**config.mk**
```make
export PLATFORM = sky130hd
export DESIGN_NAME = task_table_scheduler_core
export DESIGN_NICKNAME = d
export VERILOG_FILES = /design/src/design/tts_pkg.sv /design/src/design/tts_ram.sv /design/src/design/task_table_scheduler_core.sv
export SDC_FILE = /design/constraint.sdc
export NUM_CORES = 1
export LEC_CHECK = 0
export BUFFER_PORTS_ARGS = -buffer_cell sky130_fd_sc_hd__buf_2
export CORE_UTILIZATION = 30
export DETAILED_ROUTE_END_ITERATION = 12
export GPL_TIMING_DRIVEN = 0
export PLACE_DENSITY_LB_ADDON = 0.25
export SLEW_MARGIN = 20
export SYNTH_ARGS = -nofsm -noshare
export SYNTH_HDL_FRONTEND = slang
export SYNTH_SLANG_ARGS = --single-unit
```
**constraint.sdc**
```tcl
create_clock -name clk -period 5.15 [get_ports clk]
set_input_delay 0.515 -clock clk [delete_from_list [all_inputs] [get_ports clk]]
set_output_delay 0.515 -clock clk [all_outputs]
set_load 0.02 [all_outputs]
```
**src/design/tts_pkg.sv**
```systemverilog
// Shared codes for the task table scheduler: operation codes, selection
// policies and entry status values. No dependencies.
`default_nettype none

package tts_pkg;

  // Operation codes carried on the input tuser
  localparam logic [2:0] FN_APPEND = 3'd0;
  localparam logic [2:0] FN_WAKE   = 3'd1;
  localparam logic [2:0] FN_SETST  = 3'd2;
  localparam logic [2:0] FN_SELECT = 3'd3;
  localparam logic [2:0] FN_REMOVE = 3'd4;
  localparam logic [2:0] FN_CLKRST = 3'd5;

  // Selection policies
  localparam logic [1:0] POL_FIFO = 2'd0;
  localparam logic [1:0] POL_SJF  = 2'd1;
  localparam logic [1:0] POL_RR   = 2'd2;
  localparam logic [1:0] POL_PRIO = 2'd3;

  // Entry status
  localparam logic [1:0] ST_READY    = 2'd0;
  localparam logic [1:0] ST_RUNNING  = 2'd1;
  localparam logic [1:0] ST_BLOCKED  = 2'd2;
  localparam logic [1:0] ST_FINISHED = 2'd3;

  // Width of one stored entry payload: id, priority, burst
  localparam int unsigned ENTRY_W = 40;

endpackage

`default_nettype wire

```
**src/design/tts_ram.sv**
```systemverilog
// Generic single-write, single-read RAM with registered read data.
// Used for the task table stores; no package dependency.
`default_nettype none

module tts_ram #(
  parameter int unsigned WIDTH = 8,
  parameter int unsigned DEPTH = 16
) (
  input  wire logic                     clk,
  input  wire logic                     we,
  input  wire logic [$clog2(DEPTH)-1:0] waddr,
  input  wire logic [WIDTH-1:0]         wdata,
  input  wire logic                     re,
  input  wire logic [$clog2(DEPTH)-1:0] raddr,
  output logic      [WIDTH-1:0]         rdata
);

  logic [WIDTH-1:0] mem [DEPTH];

  always_ff @(posedge clk) begin
    if (we) begin
      mem[waddr] <= wdata;
    end
    if (re) begin
      rdata <= mem[raddr];
    end
  end

endmodule

`default_nettype wire

```
**src/design/task_table_scheduler_core.sv**
```systemverilog
// Task table scheduler top level: sequencer, scan/compare unit and table RAMs.
// Depends on tts_pkg and tts_ram.
//
//  channel | dir | handshake              | payload
//  --------+-----+------------------------+-------------------------------------
//  in_     | in  | in_tvalid / in_tready  | in_tuser func, in_tdata op fields
//  out_    | out | out_tvalid / out_tready| out_tuser ok, out_tdata result
//  cfg_    | in  | cfg_wen                | cfg_wdata policy
//
// Operations: append, set state, clock reset and unknown codes run without a
// table scan; wake, select and remove scan the table, one table entry per cycle
// through the single read port of the table RAMs.
// Reset: control state clears synchronously; table entries are undefined until
// appended, so there is no clearing pass.
// Stalls: a waiting result sits in the output register while the next item is
// accepted; a second result waits until the first is taken.
`default_nettype none

module task_table_scheduler_core #(
  parameter int unsigned TABLE_DEPTH = 16
) (
  input  wire logic        clk,
  input  wire logic        rst_n,
  // config
  input  wire logic        cfg_wen,
  input  wire logic [1:0]  cfg_wdata,
  // input items
  input  wire logic        in_tvalid,
  output logic             in_tready,
  input  wire logic [2:0]  in_tuser,  // [2:0] func
  input  wire logic [47:0] in_tdata,  // [3:0] slot, [19:4] task_id,
                                      // [27:20] priority_req, [43:28] burst,
                                      // [45:44] new_state, [47:46] zero
  // result items
  output logic             out_tvalid,
  input  wire logic        out_tready,
  output logic             out_tuser, // [0] ok
  output logic [63:0]      out_tdata  // [3:0] chosen_slot, [19:4] chosen_id,
                                      // [51:20] dispatch_tick,
                                      // [56:52] entries_used, [63:57] zero
);

  localparam int unsigned IW   = (TABLE_DEPTH > 1) ? $clog2(TABLE_DEPTH) : 1;
  localparam int unsigned CW   = $clog2(TABLE_DEPTH + 1);
  localparam int unsigned CMPW = (CW > 4) ? CW : 4;
  localparam int unsigned WW   = CMPW + 1;

  localparam logic [2:0] S_IDLE   = 3'd0;
  localparam logic [2:0] S_EXEC   = 3'd1;
  localparam logic [2:0] S_SCAN   = 3'd2;
  localparam logic [2:0] S_COMMIT = 3'd3;
  localparam logic [2:0] S_FINISH = 3'd4;

  // control state
  logic [2:0]    state_r, state_nxt;
  logic [CW-1:0] used_r, used_nxt;
  logic [IW-1:0] ptr_r, ptr_nxt;
  logic [31:0]   tick_r, tick_nxt;
  logic [1:0]    policy_r, policy_nxt;
  logic          out_valid_r, out_valid_nxt;
  logic          vld_r, vld_nxt;
  logic [CW-1:0] remaining_r, remaining_nxt;
  logic          found_r, found_nxt;

  // payload state
  logic [2:0]    op_func_r;
  logic [3:0]    op_slot_r;
  logic [15:0]   op_id_r;
  logic [7:0]    op_prio_r;
  logic [15:0]   op_burst_r;
  logic [1:0]    op_nst_r;
  logic [IW-1:0] addr_r, addr_nxt;
  logic [IW-1:0] idx_r;
  logic [IW-1:0] best_idx_r, best_idx_nxt;
  logic [15:0]   best_key_r, best_key_nxt;
  logic [15:0]   best_id_r, best_id_nxt;
  logic          res_ok_r, res_ok_nxt;
  logic [3:0]    res_slot_r, res_slot_nxt;
  logic [15:0]   res_id_r, res_id_nxt;
  logic [31:0]   res_tick_r, res_tick_nxt;
  logic          out_ok_r;
  logic [3:0]    out_slot_r;
  logic [15:0]   out_id_r;
  logic [31:0]   out_tick_r;
  logic [4:0]    out_used_r;

  // table RAM ports
  logic                     main_we, stat_we, rd_en;
  logic [IW-1:0]            main_waddr, stat_waddr;
  logic [tts_pkg::ENTRY_W-1:0] main_wdata, main_rdata;
  logic [1:0]               stat_wdata, stat_rdata;

  // widened views for compares
  logic [WW-1:0] used_w, slot_w, addr_inc_w, best_idx_w, used_m1_w, ptr_w;
  logic [WW-1:0] ptr_adj_w;
  logic [CW-1:0] used_m1;
  logic [IW-1:0] ptr_adj;
  logic [15:0]   rd_id, rd_key, best_next_w_id;
  logic [7:0]    rd_prio;
  logic [15:0]   rd_burst;
  logic          rd_ready, slot_in_use, better;

  assign used_w      = WW'(used_r);
  assign slot_w      = WW'(op_slot_r);
  assign addr_inc_w  = WW'(addr_r) + WW'(1);
  assign best_idx_w  = WW'(best_idx_r);
  assign used_m1     = used_r - CW'(1);
  assign used_m1_w   = WW'(used_m1);
  assign ptr_w       = WW'(ptr_r);
  assign slot_in_use = (slot_w < used_w);
  assign ptr_adj     = (ptr_w > slot_w) ? (ptr_r - IW'(1)) : ptr_r;
  assign ptr_adj_w   = WW'(ptr_adj);

  assign rd_id    = main_rdata[39:24];
  assign rd_prio  = main_rdata[23:16];
  assign rd_burst = main_rdata[15:0];
  assign rd_ready = (stat_rdata == tts_pkg::ST_READY);
  assign rd_key   = (policy_r == tts_pkg::POL_SJF) ? rd_burst : {8'd0, rd_prio};
  assign better   = !found_r || (rd_key < best_key_r) ||
                    ((rd_key == best_key_r) && (rd_id < best_id_r));
  assign best_next_w_id = best_id_r;

  assign rd_en   = (state_r == S_SCAN) && (remaining_r != '0);
  assign vld_nxt = rd_en;

  tts_ram #(.WIDTH(tts_pkg::ENTRY_W), .DEPTH(TABLE_DEPTH)) u_main_ram (
    .clk   (clk),
    .we    (main_we),
    .waddr (main_waddr),
    .wdata (main_wdata),
    .re    (rd_en),
    .raddr (addr_r),
    .rdata (main_rdata)
  );

  tts_ram #(.WIDTH(2), .DEPTH(TABLE_DEPTH)) u_stat_ram (
    .clk   (clk),
    .we    (stat_we),
    .waddr (stat_waddr),
    .wdata (stat_wdata),
    .re    (rd_en),
    .raddr (addr_r),
    .rdata (stat_rdata)
  );

  assign in_tready  = (state_r == S_IDLE);
  assign out_tvalid = out_valid_r;
  assign out_tuser  = out_ok_r;
  assign out_tdata  = {7'd0, out_used_r, out_tick_r, out_id_r, out_slot_r};

  always_comb begin
    state_nxt     = state_r;
    used_nxt      = used_r;
    ptr_nxt       = ptr_r;
    tick_nxt      = tick_r;
    policy_nxt    = policy_r;
    out_valid_nxt = out_valid_r;
    remaining_nxt = remaining_r;
    found_nxt     = found_r;
    addr_nxt      = addr_r;
    best_idx_nxt  = best_idx_r;
    best_key_nxt  = best_key_r;
    best_id_nxt   = best_next_w_id;
    res_ok_nxt    = res_ok_r;
    res_slot_nxt  = res_slot_r;
    res_id_nxt    = res_id_r;
    res_tick_nxt  = res_tick_r;
    main_we       = 1'b0;
    main_waddr    = used_r[IW-1:0];
    main_wdata    = {op_id_r, op_prio_r, op_burst_r};
    stat_we       = 1'b0;
    stat_waddr    = used_r[IW-1:0];
    stat_wdata    = tts_pkg::ST_READY;

    if (out_valid_r && out_tready) begin
      out_valid_nxt = 1'b0;
    end

    unique case (state_r)
      S_IDLE: begin
        if (in_tvalid) begin
          state_nxt = S_EXEC;
        end
      end
      S_EXEC: begin
        res_ok_nxt    = 1'b0;
        res_slot_nxt  = '0;
        res_id_nxt    = '0;
        res_tick_nxt  = '0;
        found_nxt     = 1'b0;
        addr_nxt      = '0;
        remaining_nxt = used_r;
        state_nxt     = S_FINISH;
        case (op_func_r)
          tts_pkg::FN_APPEND: begin
            if (used_r < CW'(TABLE_DEPTH)) begin
              main_we    = 1'b1;
              stat_we    = 1'b1;
              used_nxt   = used_r + CW'(1);
              res_ok_nxt = 1'b1;
            end
          end
          tts_pkg::FN_WAKE: begin
            state_nxt = S_SCAN;
          end
          tts_pkg::FN_SETST: begin
            if (slot_in_use) begin
              stat_we    = 1'b1;
              stat_waddr = slot_w[IW-1:0];
              stat_wdata = op_nst_r;
              res_ok_nxt = 1'b1;
            end
          end
          tts_pkg::FN_SELECT: begin
            if (policy_r == tts_pkg::POL_RR) begin
              addr_nxt = ptr_r;
            end
            state_nxt = S_SCAN;
          end
          tts_pkg::FN_REMOVE: begin
            if (slot_in_use) begin
              // copy entries above the slot down by one
              addr_nxt      = IW'(slot_w + WW'(1));
              remaining_nxt = CW'(used_w - slot_w - WW'(1));
              state_nxt     = S_SCAN;
            end
          end
          tts_pkg::FN_CLKRST: begin
            tick_nxt   = '0;
            res_ok_nxt = 1'b1;
          end
          default: begin
            res_ok_nxt = 1'b0;
          end
        endcase
      end
      S_SCAN: begin
        if (rd_en) begin
          remaining_nxt = remaining_r - CW'(1);
          addr_nxt      = (addr_inc_w == used_w) ? '0 : addr_inc_w[IW-1:0];
        end
        if (!rd_en && !vld_r) begin
          state_nxt = S_COMMIT;
        end
        if (vld_r) begin
          case (op_func_r)
            tts_pkg::FN_WAKE: begin
              if (rd_id == op_id_r) begin
                found_nxt    = 1'b1;
                best_idx_nxt = idx_r;
                state_nxt    = S_COMMIT;
              end
            end
            tts_pkg::FN_SELECT: begin
              if (policy_r == tts_pkg::POL_FIFO || policy_r == tts_pkg::POL_RR) begin
                if (rd_ready) begin
                  found_nxt    = 1'b1;
                  best_idx_nxt = idx_r;
                  best_id_nxt  = rd_id;
                  state_nxt    = S_COMMIT;
                end
              end else if (rd_ready && better) begin
                found_nxt    = 1'b1;
                best_idx_nxt = idx_r;
                best_id_nxt  = rd_id;
                best_key_nxt = rd_key;
              end
            end
            default: begin
              // remove: move the entry just read one place down
              main_we    = 1'b1;
              main_waddr = idx_r - IW'(1);
              main_wdata = main_rdata;
              stat_we    = 1'b1;
              stat_waddr = idx_r - IW'(1);
              stat_wdata = stat_rdata;
            end
          endcase
        end
      end
      S_COMMIT: begin
        state_nxt = S_FINISH;
        case (op_func_r)
          tts_pkg::FN_WAKE: begin
            if (found_r) begin
              stat_we      = 1'b1;
              stat_waddr   = best_idx_r;
              stat_wdata   = tts_pkg::ST_READY;
              res_ok_nxt   = 1'b1;
              res_slot_nxt = best_idx_w[3:0];
            end
          end
          tts_pkg::FN_SELECT: begin
            if (found_r) begin
              stat_we      = 1'b1;
              stat_waddr   = best_idx_r;
              stat_wdata   = tts_pkg::ST_RUNNING;
              res_ok_nxt   = 1'b1;
              res_slot_nxt = best_idx_w[3:0];
              res_id_nxt   = best_id_r;
              res_tick_nxt = tick_r;
              tick_nxt     = tick_r + 32'd1;
              if (policy_r == tts_pkg::POL_RR) begin
                ptr_nxt = ((best_idx_w + WW'(1)) == used_w) ? '0 : (best_idx_r + IW'(1));
              end
            end
          end
          default: begin
            // remove: shrink the table and keep the pointer in range
            used_nxt   = used_m1;
            res_ok_nxt = 1'b1;
            if (used_m1 == '0 || ptr_adj_w >= used_m1_w) begin
              ptr_nxt = '0;
            end else begin
              ptr_nxt = ptr_adj;
            end
          end
        endcase
      end
      S_FINISH: begin
        if (!out_valid_r || out_tready) begin
          out_valid_nxt = 1'b1;
          state_nxt     = S_IDLE;
        end
      end
      default: begin
        state_nxt = S_IDLE;
      end
    endcase

    if (cfg_wen) begin
      policy_nxt = cfg_wdata;
      ptr_nxt    = '0;
    end
  end

  always_ff @(posedge clk) begin
    if (!rst_n) begin
      state_r     <= S_IDLE;
      used_r      <= '0;
      ptr_r       <= '0;
      tick_r      <= '0;
      policy_r    <= tts_pkg::POL_FIFO;
      out_valid_r <= 1'b0;
      vld_r       <= 1'b0;
      remaining_r <= '0;
      found_r     <= 1'b0;
    end else begin
      state_r     <= state_nxt;
      used_r      <= used_nxt;
      ptr_r       <= ptr_nxt;
      tick_r      <= tick_nxt;
      policy_r    <= policy_nxt;
      out_valid_r <= out_valid_nxt;
      vld_r       <= vld_nxt;
      remaining_r <= remaining_nxt;
      found_r     <= found_nxt;
    end
  end

  logic [WW-1:0] used_out_w;
  assign used_out_w = WW'(used_r);

  always_ff @(posedge clk) begin
    if (in_tvalid && in_tready) begin
      op_func_r  <= in_tuser;
      op_slot_r  <= in_tdata[3:0];
      op_id_r    <= in_tdata[19:4];
      op_prio_r  <= in_tdata[27:20];
      op_burst_r <= in_tdata[43:28];
      op_nst_r   <= in_tdata[45:44];
    end
    addr_r     <= addr_nxt;
    idx_r      <= addr_r;
    best_idx_r <= best_idx_nxt;
    best_key_r <= best_key_nxt;
    best_id_r  <= best_id_nxt;
    res_ok_r   <= res_ok_nxt;
    res_slot_r <= res_slot_nxt;
    res_id_r   <= res_id_nxt;
    res_tick_r <= res_tick_nxt;
    if (state_r == S_FINISH && (!out_valid_r || out_tready)) begin
      out_ok_r   <= res_ok_r;
      out_slot_r <= res_slot_r;
      out_id_r   <= res_id_r;
      out_tick_r <= res_tick_r;
      out_used_r <= used_out_w[4:0];
    end
  end

  // table never overfills
  a_used_bound: assert property (@(posedge clk) disable iff (!rst_n)
    used_w <= WW'(TABLE_DEPTH))
    else $error("entry count beyond table depth");

  // round-robin pointer stays inside the table
  a_ptr_range: assert property (@(posedge clk) disable iff (!rst_n)
    (ptr_r == '0) || (ptr_w < used_w))
    else $error("round-robin pointer out of range");

  // one item at a time
  a_busy_after_accept: assert property (@(posedge clk) disable iff (!rst_n)
    (in_tvalid && in_tready) |=> !in_tready)
    else $error("accepted a second item while busy");

  // a dispatch advances the clock by exactly one
  a_tick_advance: assert property (@(posedge clk) disable iff (!rst_n)
    (state_r == S_COMMIT && op_func_r == tts_pkg::FN_SELECT && found_r && !cfg_wen)
    |=> (tick_r == $past(tick_r) + 32'd1))
    else $error("dispatch clock did not advance");

endmodule

`default_nettype wire

```
==> out/summary.txt, run 1 <==
FINAL LAYOUT
--------------------------------------------------------------------------------------------------
Fraction of layout cells with a size suffix above 1                                          0.252
Net count, final                                                                              2555
Number of antenna cells inserted                                                                 0
Core utilization of the finished layout                                                      0.366
Area growth from synthesis to layout                                                         20.5%

CRITICAL PATH
--------------------------------------------------------------------------------------------------
Crit path capture type                                                                    register
CP max stage cell                                                                     sky130_fd_sc_hd__dfxtp_1
Classification of the worst setup path                                                register to register
Required time of the critical path                                                         5.53 ns
Signal arrival time at the worst endpoint                                                  5.29 ns
Ordered cell list for the critical path                                               nor2b_2, buf_1, clkbuf_1, mux2i_1, ha_1, nand3_1, nor3b_1, o21ai_0, o41ai_2, a32oi_1, a21oi_2, buf_6
Critical path startpoint category                                                         register
Biggest cell delay along the critical path                                                 0.53 ns
Crit-path max FO                                                                                12

CLOCK NETWORK
--------------------------------------------------------------------------------------------------
Number of buffers on the longest clock path                                                      3
Number of CTS-inserted buffers                                                                 102
Clock insertion delay at the later pin of the skew report                                  0.69 ns
Clock transition time at the flip-flop clock pins of the worst setup and hold paths        0.06 ns
Clock tree from TritonCTS                                                                      yes
Maximum level of the CTS H-tree                                                                  3
CTS Root Buffer Type                                                                  sky130_fd_sc_hd__clkbuf_16
Sink Count                                                                                     972

PLACEMENT
--------------------------------------------------------------------------------------------------
# port buffers                                                                                 115
Final weighted congestion in routability-driven placement                                    0.815
Half-perimeter wire length after placement                                                 69.2 mm
Setup Slack @ Placement                                                                  -0.310 ns

SYNTHESIS
--------------------------------------------------------------------------------------------------
Ys Warns                                                                                         0
Largest cells by area after synthesis                                                 sky130_fd_sc_hd__edfxtp_1, sky130_fd_sc_hd__mux4_2, sky130_fd_sc_hd__dfxtp_1
Netlist area before placement                                                         0.0390 sq mm
Cell with the most instances after synthesis                                          sky130_fd_sc_hd__edfxtp_1
Fraction of synthesis flops using an asynchronous set or reset pin                               0
Number of distinct library cells after synthesis                                                83
Leading register cell type out of synthesis                                           sky130_fd_sc_hd__edfxtp_1
Mean cell area of the mapped netlist                                                    18.5 sq um
Portion of synthesized cell area occupied by the leading cell type                           0.703
Sequential-to-total area share from yosys stat                                               0.733
Number of synthesized flops with an enable pin                                                 914
Most frequent cells after synthesis                                                   sky130_fd_sc_hd__edfxtp_1, sky130_fd_sc_hd__mux4_2, sky130_fd_sc_hd__nand2_1, sky130_fd_sc_hd__nor2_1, sky130_fd_sc_hd__clkbuf_1
Library cell occupying the most area in the post-synthesis netlist                    sky130_fd_sc_hd__edfxtp_1
Flops & latches, synth                                                                         972
Count of mapped cells out of synthesis                                                        2116

GRT
--------------------------------------------------------------------------------------------------
Total global-route track usage                                                               0.156
Wire length of the first global-routing pass                                                148 mm
Number of global-route vias before repair                                                    21334
Antenna violations before repair                                                                 0
GR Overflow Total                                                                                0
Pin count of the biggest net entering global routing                                            32

TIMING
--------------------------------------------------------------------------------------------------
Maximum frequency from static timing analysis                                            0.204 GHz
Setup repair after global routing missed its margin                                          false
Fin Clk Skew                                                                             0.0180 ns
Worst-case setup margin in the final layout                                               0.245 ns
Time the final worst path needs with I/O delays and setup                                  4.91 ns
Count of endpoints failing hold in the final timing report                                       0
Fraction of the cycle the final worst path needs                                             0.952
Finish-stage setup viols                                                                         0
Headroom to the max-slew limit                                                               0.265
Final Slew Violations                                                                            0
Pin slew with the least headroom to its limit                                              1.10 ns

POWER
--------------------------------------------------------------------------------------------------
Max VDD drop                                                                                292 uV
Final total power                                                                          17.0 mW
Leakage power figure                                                                       15.5 nW
PD cells                                                                               360 mW/mm^2

DIE
--------------------------------------------------------------------------------------------------
Initial cell density of the core                                                             0.304
Overall die height                                                                          363 um
Die area                                                                               0.132 sq mm
Floorplan die width                                                                         363 um
I/O pin cnt                                                                                    125
Area of the core                                                                       0.128 sq mm
Num rows                                                                                       131

STATUS
--------------------------------------------------------------------------------------------------
Run status                                                                            finished, final reports clean

DRT
--------------------------------------------------------------------------------------------------
Post-route ant nets                                                                              0
Routed wire length per instance                                                            24.0 um
DRC violations left                                                                              0
Total number of vias                                                                         20701
Final routed wirelength across all metal layers                                             102 mm
First drt pass iteration count                                                                   6
Detailed Route Iter0 Violations                                                               1669
Via-to-Cell Ratio                                                                             4.87

WORST HOLD PATH
--------------------------------------------------------------------------------------------------
HP Class                                                                              primary input to register

RUN
--------------------------------------------------------------------------------------------------
Maxcap violations                                                                                0

[final timing paths]
check | slack [ns] | startpoint | depth (start not counted) | endpoint
worst max-delay path | 0.24 | policy_r[0] | 12 | best_id_r[6]
worst min-delay path | 0.04 | in_tdata[44] | 1 | op_nst_r[0]
worst max register to register | 0.24 | policy_r[0] | 12 | best_id_r[6]
worst min register to register | 0.40 | addr_r[3] | 0 | idx_r[3]
[registers in the layout, summed over array words and instances, names as in the netlist, 8 cells and up]
name              count
tick_r               32
op_prio_r             8
u_main_ram.rdata     40
best_key_r           16
best_id_r            16
op_burst_r           16
res_tick_r           32
u_main_ram.mem      640
u_stat_ram.mem       32
op_id_r              16
out_id_r             16
res_id_r             16
out_tick_r           32
[what timing repair did]
action	CTS	global route
pin swaps	0	1
endpoints found under the setup margin	16	32
gates resized for setup	2	3
setup buffers	0	3
hold buffers	40	0
hold endpoints to repair	40	0
[per-stage QoR]
| stage | cells | hold WS, ns | area (sq um) | setup TNS (ns) |
|---|---|---|---|---|
| floorplan | 2122 | 0.346 | 39100 | 0 |
| global placement | 3966 | 0.384 | 41800 | -1455.28 |
| detailed placement | 4020 | 0.374 | 43300 | -3.90 |
| CTS | 4246 | 0.00156 | 47000 | 0 |
| global route | 4250 | 0.00634 | 47000 | 0 |
| finish | 4250 | 0.0363 | 47000 | 0 |
[cells by family after synthesis]
group | share of synthesized area
fa+ha+maj | 0.0188
compound gates | 0.0283
flops | 0.733
mux | 0.126
other cells | 0.0000960
xor+xnor | 0.0155
simple gates | 0.0596
buf+inv | 0.0192
[placed cells by master (no fill, tap or decap), types with 20 or more instances in the layout]
cell	n
sky130_fd_sc_hd__xor2_1	32
sky130_fd_sc_hd__a21oi_1	34
sky130_fd_sc_hd__buf_2	137
sky130_fd_sc_hd__clkinv_1	20
sky130_fd_sc_hd__edfxtp_1	914
sky130_fd_sc_hd__nand4_1	27
sky130_fd_sc_hd__nor2_1	83
sky130_fd_sc_hd__and2_1	50
sky130_fd_sc_hd__nand2_1	168
sky130_fd_sc_hd__buf_16	36
sky130_fd_sc_hd__dfxtp_1	58
sky130_fd_sc_hd__xnor2_1	37
sky130_fd_sc_hd__clkbuf_1	76
sky130_fd_sc_hd__o21ai_0	30
sky130_fd_sc_hd__clkbuf_16	102
sky130_fd_sc_hd__inv_1	57
sky130_fd_sc_hd__dlygate4sd3_1	40
sky130_fd_sc_hd__ha_1	57
sky130_fd_sc_hd__nand3_1	28
sky130_fd_sc_hd__mux4_2	210
[metal layers]
| layer | track usage | vias to the layer above | routed length (um) |
|---|---|---|---|
| met5 | 0 | - | 0 |
| met4 | 0.0384 | 0 | 1980 |
| met3 | 0.0254 | 131 | 5550 |
| met2 | 0.260 | 653 | 50100 |
| met1 | 0.210 | 10853 | 44400 |
| li1 | - | 9064 | - |
[critical path: cells and delay by family, from the launching register on]
family,cells,cell delay [ns]
adders and majority gates,1,0.30
and+or+nand+nor,3,0.95
muxes,1,0.16
DFF,1,0.53
AOI/OAI and AO/OA,4,1.64
buffers and inverters,3,1.00
[area by class of cell]
class	instances	area [sq um]
well taps	1729	2160
repair buffers	213	2350
fillers	11872	81300
clock buffers	128	2710
inverters	59	221
clock inverters	58	556
multi-input cells	986	9890
plain buffers	105	539
flip-flops and latches	972	28600
[report_power, final]
group          internal, mW  switching, mW  total [mW]
combinational         0.348          0.521       0.869
sequential             8.77         0.0604        8.83
clock                  4.14           3.11        7.25
total                  13.3           3.70        17.0
No activity file was read; power rests on OpenSTA's default activity.
==> run 2: changes to the inputs <==
--- a/config.mk
+++ b/config.mk
@@ -6,11 +6,12 @@
 export NUM_CORES = 1
 export LEC_CHECK = 0
 export BUFFER_PORTS_ARGS = -buffer_cell sky130_fd_sc_hd__buf_2
-export CORE_UTILIZATION = 30
+export CORE_UTILIZATION = 53
 export DETAILED_ROUTE_END_ITERATION = 12
 export GPL_TIMING_DRIVEN = 0
 export PLACE_DENSITY_LB_ADDON = 0.25
 export SLEW_MARGIN = 20
 export SYNTH_ARGS = -nofsm -noshare
 export SYNTH_HDL_FRONTEND = slang
+export SYNTH_HIERARCHICAL = 1
 export SYNTH_SLANG_ARGS = --single-unit
==> run 2 against run 1 <==
Effect of this change:
- die area shrank 43%
- global-route usage grew 8.2 points
- core utilization grew 25 points
- critical path type unchanged
==> out/summary.txt, run 2 <==
CRITICAL PATH
--------------------------------------------------------------------------------------------------
Worst Setup SP                                                                         policy_r[0]
Capture point of the worst reg-to-reg path                                            best_key_r[0]
Signal arrival time at the worst endpoint                                                  5.33 ns   +0.04 ns
Startpoint of the most critical register-to-register path                              policy_r[0]
R2r worst-path depth                                                                            13   +1
Crit path capture type                                                                    register
Classification of the worst setup path                                                register to register
Required time of the critical path                                                         5.50 ns   -0.03 ns
Crit-path max FO                                                                                10   -2
Setup slack of the worst register-to-register path                                         0.17 ns   -0.07 ns
Critical path startpoint category                                                         register
Destination of the critical timing path                                               best_key_r[0]

FINAL LAYOUT
--------------------------------------------------------------------------------------------------
Number of antenna cells inserted                                                                 0   unchanged
Largest Register                                                                      u_main_ram/mem
Largest registers                                                                     u_main_ram/mem (640), u_main_ram/rdata (40)
Most common library cell in the layout ignoring fill and taps                         sky130_fd_sc_hd__edfxtp_1
Fraction of layout cells with a size suffix above 1                                          0.205   -0.0471
Area growth from synthesis to layout                                                         14.9%
Commonest non-fill, non-tap cells in the layout                                       sky130_fd_sc_hd__edfxtp_1, sky130_fd_sc_hd__nand2_1, sky130_fd_sc_hd__buf_2
Flip-flop count of the largest register, all copies and words added                            640   unchanged
Net count, final                                                                              2545   -0.39%
Core utilization of the finished layout                                                      0.615   +0.249

CLOCK NETWORK
--------------------------------------------------------------------------------------------------
Maximum level of the CTS H-tree                                                                  3   unchanged
Number of buffers on the longest clock path                                                      3   unchanged
Sink Count                                                                                     972   unchanged
Number of CTS-inserted buffers                                                                  97   -4.9%
Clock tree from TritonCTS                                                                      yes
CTS Root Buffer Type                                                                  sky130_fd_sc_hd__clkbuf_16
Clock insertion delay at the later pin of the skew report                                  0.65 ns   -0.04 ns
Post-cts hold buffer count                                                                       0   -100%
Clock transition time at the flip-flop clock pins of the worst setup and hold paths        0.06 ns   about the same

SYNTHESIS
--------------------------------------------------------------------------------------------------
Flops & latches, synth                                                                         972   unchanged
Mean cell area of the mapped netlist                                                    18.1 sq um   -1.8%
Number of synthesized flops with an enable pin                                                 914   unchanged
Largest cells by area after synthesis                                                 sky130_fd_sc_hd__edfxtp_1, sky130_fd_sc_hd__mux4_2, sky130_fd_sc_hd__mux4_1
Most frequent cells after synthesis                                                   sky130_fd_sc_hd__edfxtp_1, sky130_fd_sc_hd__nand2_1, sky130_fd_sc_hd__nor2_1, sky130_fd_sc_hd__mux4_2, sky130_fd_sc_hd__a22oi_1
Portion of synthesized cell area occupied by the leading cell type                           0.703   about the same
Library cell occupying the most area in the post-synthesis netlist                    sky130_fd_sc_hd__edfxtp_1
Leading register cell type out of synthesis                                           sky130_fd_sc_hd__edfxtp_1
Count of mapped cells out of synthesis                                                        2156   +1.9%
Fraction of synthesis flops using an asynchronous set or reset pin                               0   unchanged
Sequential-to-total area share from yosys stat                                               0.732   about the same
Netlist area before placement                                                         0.0391 sq mm   about the same
Cell with the most instances after synthesis                                          sky130_fd_sc_hd__edfxtp_1
Number of distinct library cells after synthesis                                                67   -19%
Ys Warns                                                                                         6   +6

TIMING
--------------------------------------------------------------------------------------------------
Fraction of the cycle the final worst path needs                                             0.967   +0.0144
Setup repair after global routing missed its margin                                          false
Headroom to the max-slew limit                                                               0.321   +0.0561
WHS                                                                                      0.0363 ns   +0.0000197 ns
Count of endpoints failing hold in the final timing report                                       0   unchanged
Final Slew Violations                                                                            0   unchanged
Maximum frequency from static timing analysis                                            0.201 GHz   -1.5%
Finish-stage setup viols                                                                         0   unchanged
Time the final worst path needs with I/O delays and setup                                  4.98 ns   +0.0740 ns
Worst-case setup margin in the final layout                                               0.171 ns   -0.0740 ns
Fin Clk Skew                                                                             0.0149 ns   -0.00310 ns
Pin slew with the least headroom to its limit                                              1.02 ns   -0.0841 ns
Total negative slack for setup checks                                                         0 ns   unchanged

DRT
--------------------------------------------------------------------------------------------------
Via-to-Cell Ratio                                                                             6.06   +24%
Post-route ant nets                                                                              0   unchanged
Final routed wirelength across all metal layers                                            88.0 mm   -14%
Routed wire length per instance                                                            25.4 um   +5.9%
First drt pass iteration count                                                                   5   -1
Total number of vias                                                                         20957   +1.2%
Detailed Route Iter0 Violations                                                               2171   +30%
DRC violations left                                                                              0   unchanged

STATUS
--------------------------------------------------------------------------------------------------
Run status                                                                            finished, final reports clean

DIE
--------------------------------------------------------------------------------------------------
Initial cell density of the core                                                             0.535   +0.231
Die area                                                                              0.0748 sq mm   -43%
Num rows                                                                                        99   -24%
I/O pin cnt                                                                                    125   unchanged
Overall die height                                                                          274 um   -25%
Floorplan die width                                                                         274 um   -25%
Area of the core                                                                      0.0730 sq mm   -43%

GRT
--------------------------------------------------------------------------------------------------
Total global-route track usage                                                               0.238   +0.0824
Antenna violations before repair                                                                 1   +1
Pin count of the biggest net entering global routing                                            35   +9.4%
Wire length of the first global-routing pass                                                130 mm   -12%
Number of global-route vias before repair                                                    20836   -2.3%
GR Overflow Total                                                                                0   unchanged

WORST HOLD PATH
--------------------------------------------------------------------------------------------------
HP Class                                                                              primary input to register
Hold Path Stages                                                                                 1   unchanged
Hold_sp                                                                               in_tdata[45]

RUN
--------------------------------------------------------------------------------------------------
Maxcap violations                                                                                0   unchanged

POWER
--------------------------------------------------------------------------------------------------
Final total power                                                                          16.3 mW   -3.9%
PD cells                                                                               363 mW/mm^2   +0.68%
Leakage power figure                                                                       15.2 nW   -1.7%
Max VDD drop                                                                                321 uV   +10%

PLACEMENT
--------------------------------------------------------------------------------------------------
Half-perimeter wire length after placement                                                 58.7 mm   -15%
Setup Slack @ Placement                                                                 -0.0866 ns   +0.224 ns
Final weighted congestion in routability-driven placement                                    0.894   +9.8%
# port buffers                                                                                 115   unchanged

run 2: cell count changes after synthesis, sizes merged, moves of 12 or more:
| cell | change |
|---|---|
| nand2 | -34 |
| nor2 | +12 |
| mux2 | +24 |
| mux4 | -42 |
| a22oi | +82 |
| and2 | -36 |
| and3 | +25 |
run 2: kinds of logic (layout without fill, tap and decap cells):
family | Yosys count | after routing | synth area share
compound gates | 239 | 239 | 0.0420
flops | 972 | 972 | 0.732
simple gates | 444 | 444 | 0.0551
mux | 210 | 210 | 0.115
xor+xnor | 64 | 64 | 0.0147
other cells | 1 | 7 | 0.0000960
fa+ha+maj | 58 | 58 | 0.0188
buf+inv | 168 | 506 | 0.0222
run 2: worst max-delay path: stages, from the launching register on:
cell,delay (ns)
sky130_fd_sc_hd__dfxtp_1,0.54
sky130_fd_sc_hd__nor2b_1,0.50
sky130_fd_sc_hd__clkbuf_1,0.39
sky130_fd_sc_hd__clkbuf_1,0.44
sky130_fd_sc_hd__mux2_2,0.42
sky130_fd_sc_hd__ha_1,0.30
sky130_fd_sc_hd__nor2b_1,0.14
sky130_fd_sc_hd__o211ai_1,0.16
sky130_fd_sc_hd__a211oi_1,0.12
sky130_fd_sc_hd__o41ai_2,0.71
sky130_fd_sc_hd__a31oi_1,0.26
sky130_fd_sc_hd__nor3b_2,0.23
sky130_fd_sc_hd__buf_4,0.24
sky130_fd_sc_hd__buf_4,0.22
run 2: power by group:
group | total, mW | switching (mW) | internal [mW]
logic | 0.783 | 0.493 | 0.290
clock network | 6.69 | 2.89 | 3.80
registers | 8.82 | 0.0523 | 8.76
run 2: through the flow:
| stage | area (sq um) | cells |
|---|---|---|
| 2_1_floorplan | 39100 | 2162 |
| 3_3_place_gp | 40900 | 3236 |
| 3_5_place_dp | 41900 | 3289 |
| 4_1_cts | 44900 | 3459 |
| 5_1_grt | 44900 | 3459 |
| 6_report | 44900 | 3459 |
run 2: worst min-delay path by stage:
stage,slack [ns],endpoint
2_1_floorplan,0.40,out_id_r[0]
3_3_place_gp,0.41,out_tick_r[13]
3_5_place_dp,0.40,out_tick_r[17]
4_1_cts,0.002,op_burst_r[7]
5_1_grt,0.008,op_nst_r[1]
6_report,0.04,op_nst_r[1]
run 2: area by class of cell:
cell class	count	area [sq um]
Buffer	103	624
Tap cell	959	1200
Clock inverter	58	504
Timing Repair Buffer	168	1450
Fill cell	5078	28100
Sequential cell	972	28600
Multi-Input combinational cell	1022	9770
Clock buffer	112	2480
Inverter	65	249
run 2: what timing repair did:
item	in CTS	in global routing
setup endpoints to repair	13	0
setup buffers	0	0
gates resized for setup	1	0
run 2: routing by layer:
metal,global-route usage,part of all wire,vias up
li1,-,-,9158
met1,0.318,0.40,10824
met2,0.403,0.51,800
met3,0.0385,0.066,173
met4,0.0712,0.026,2
met5,0,0.00015,-
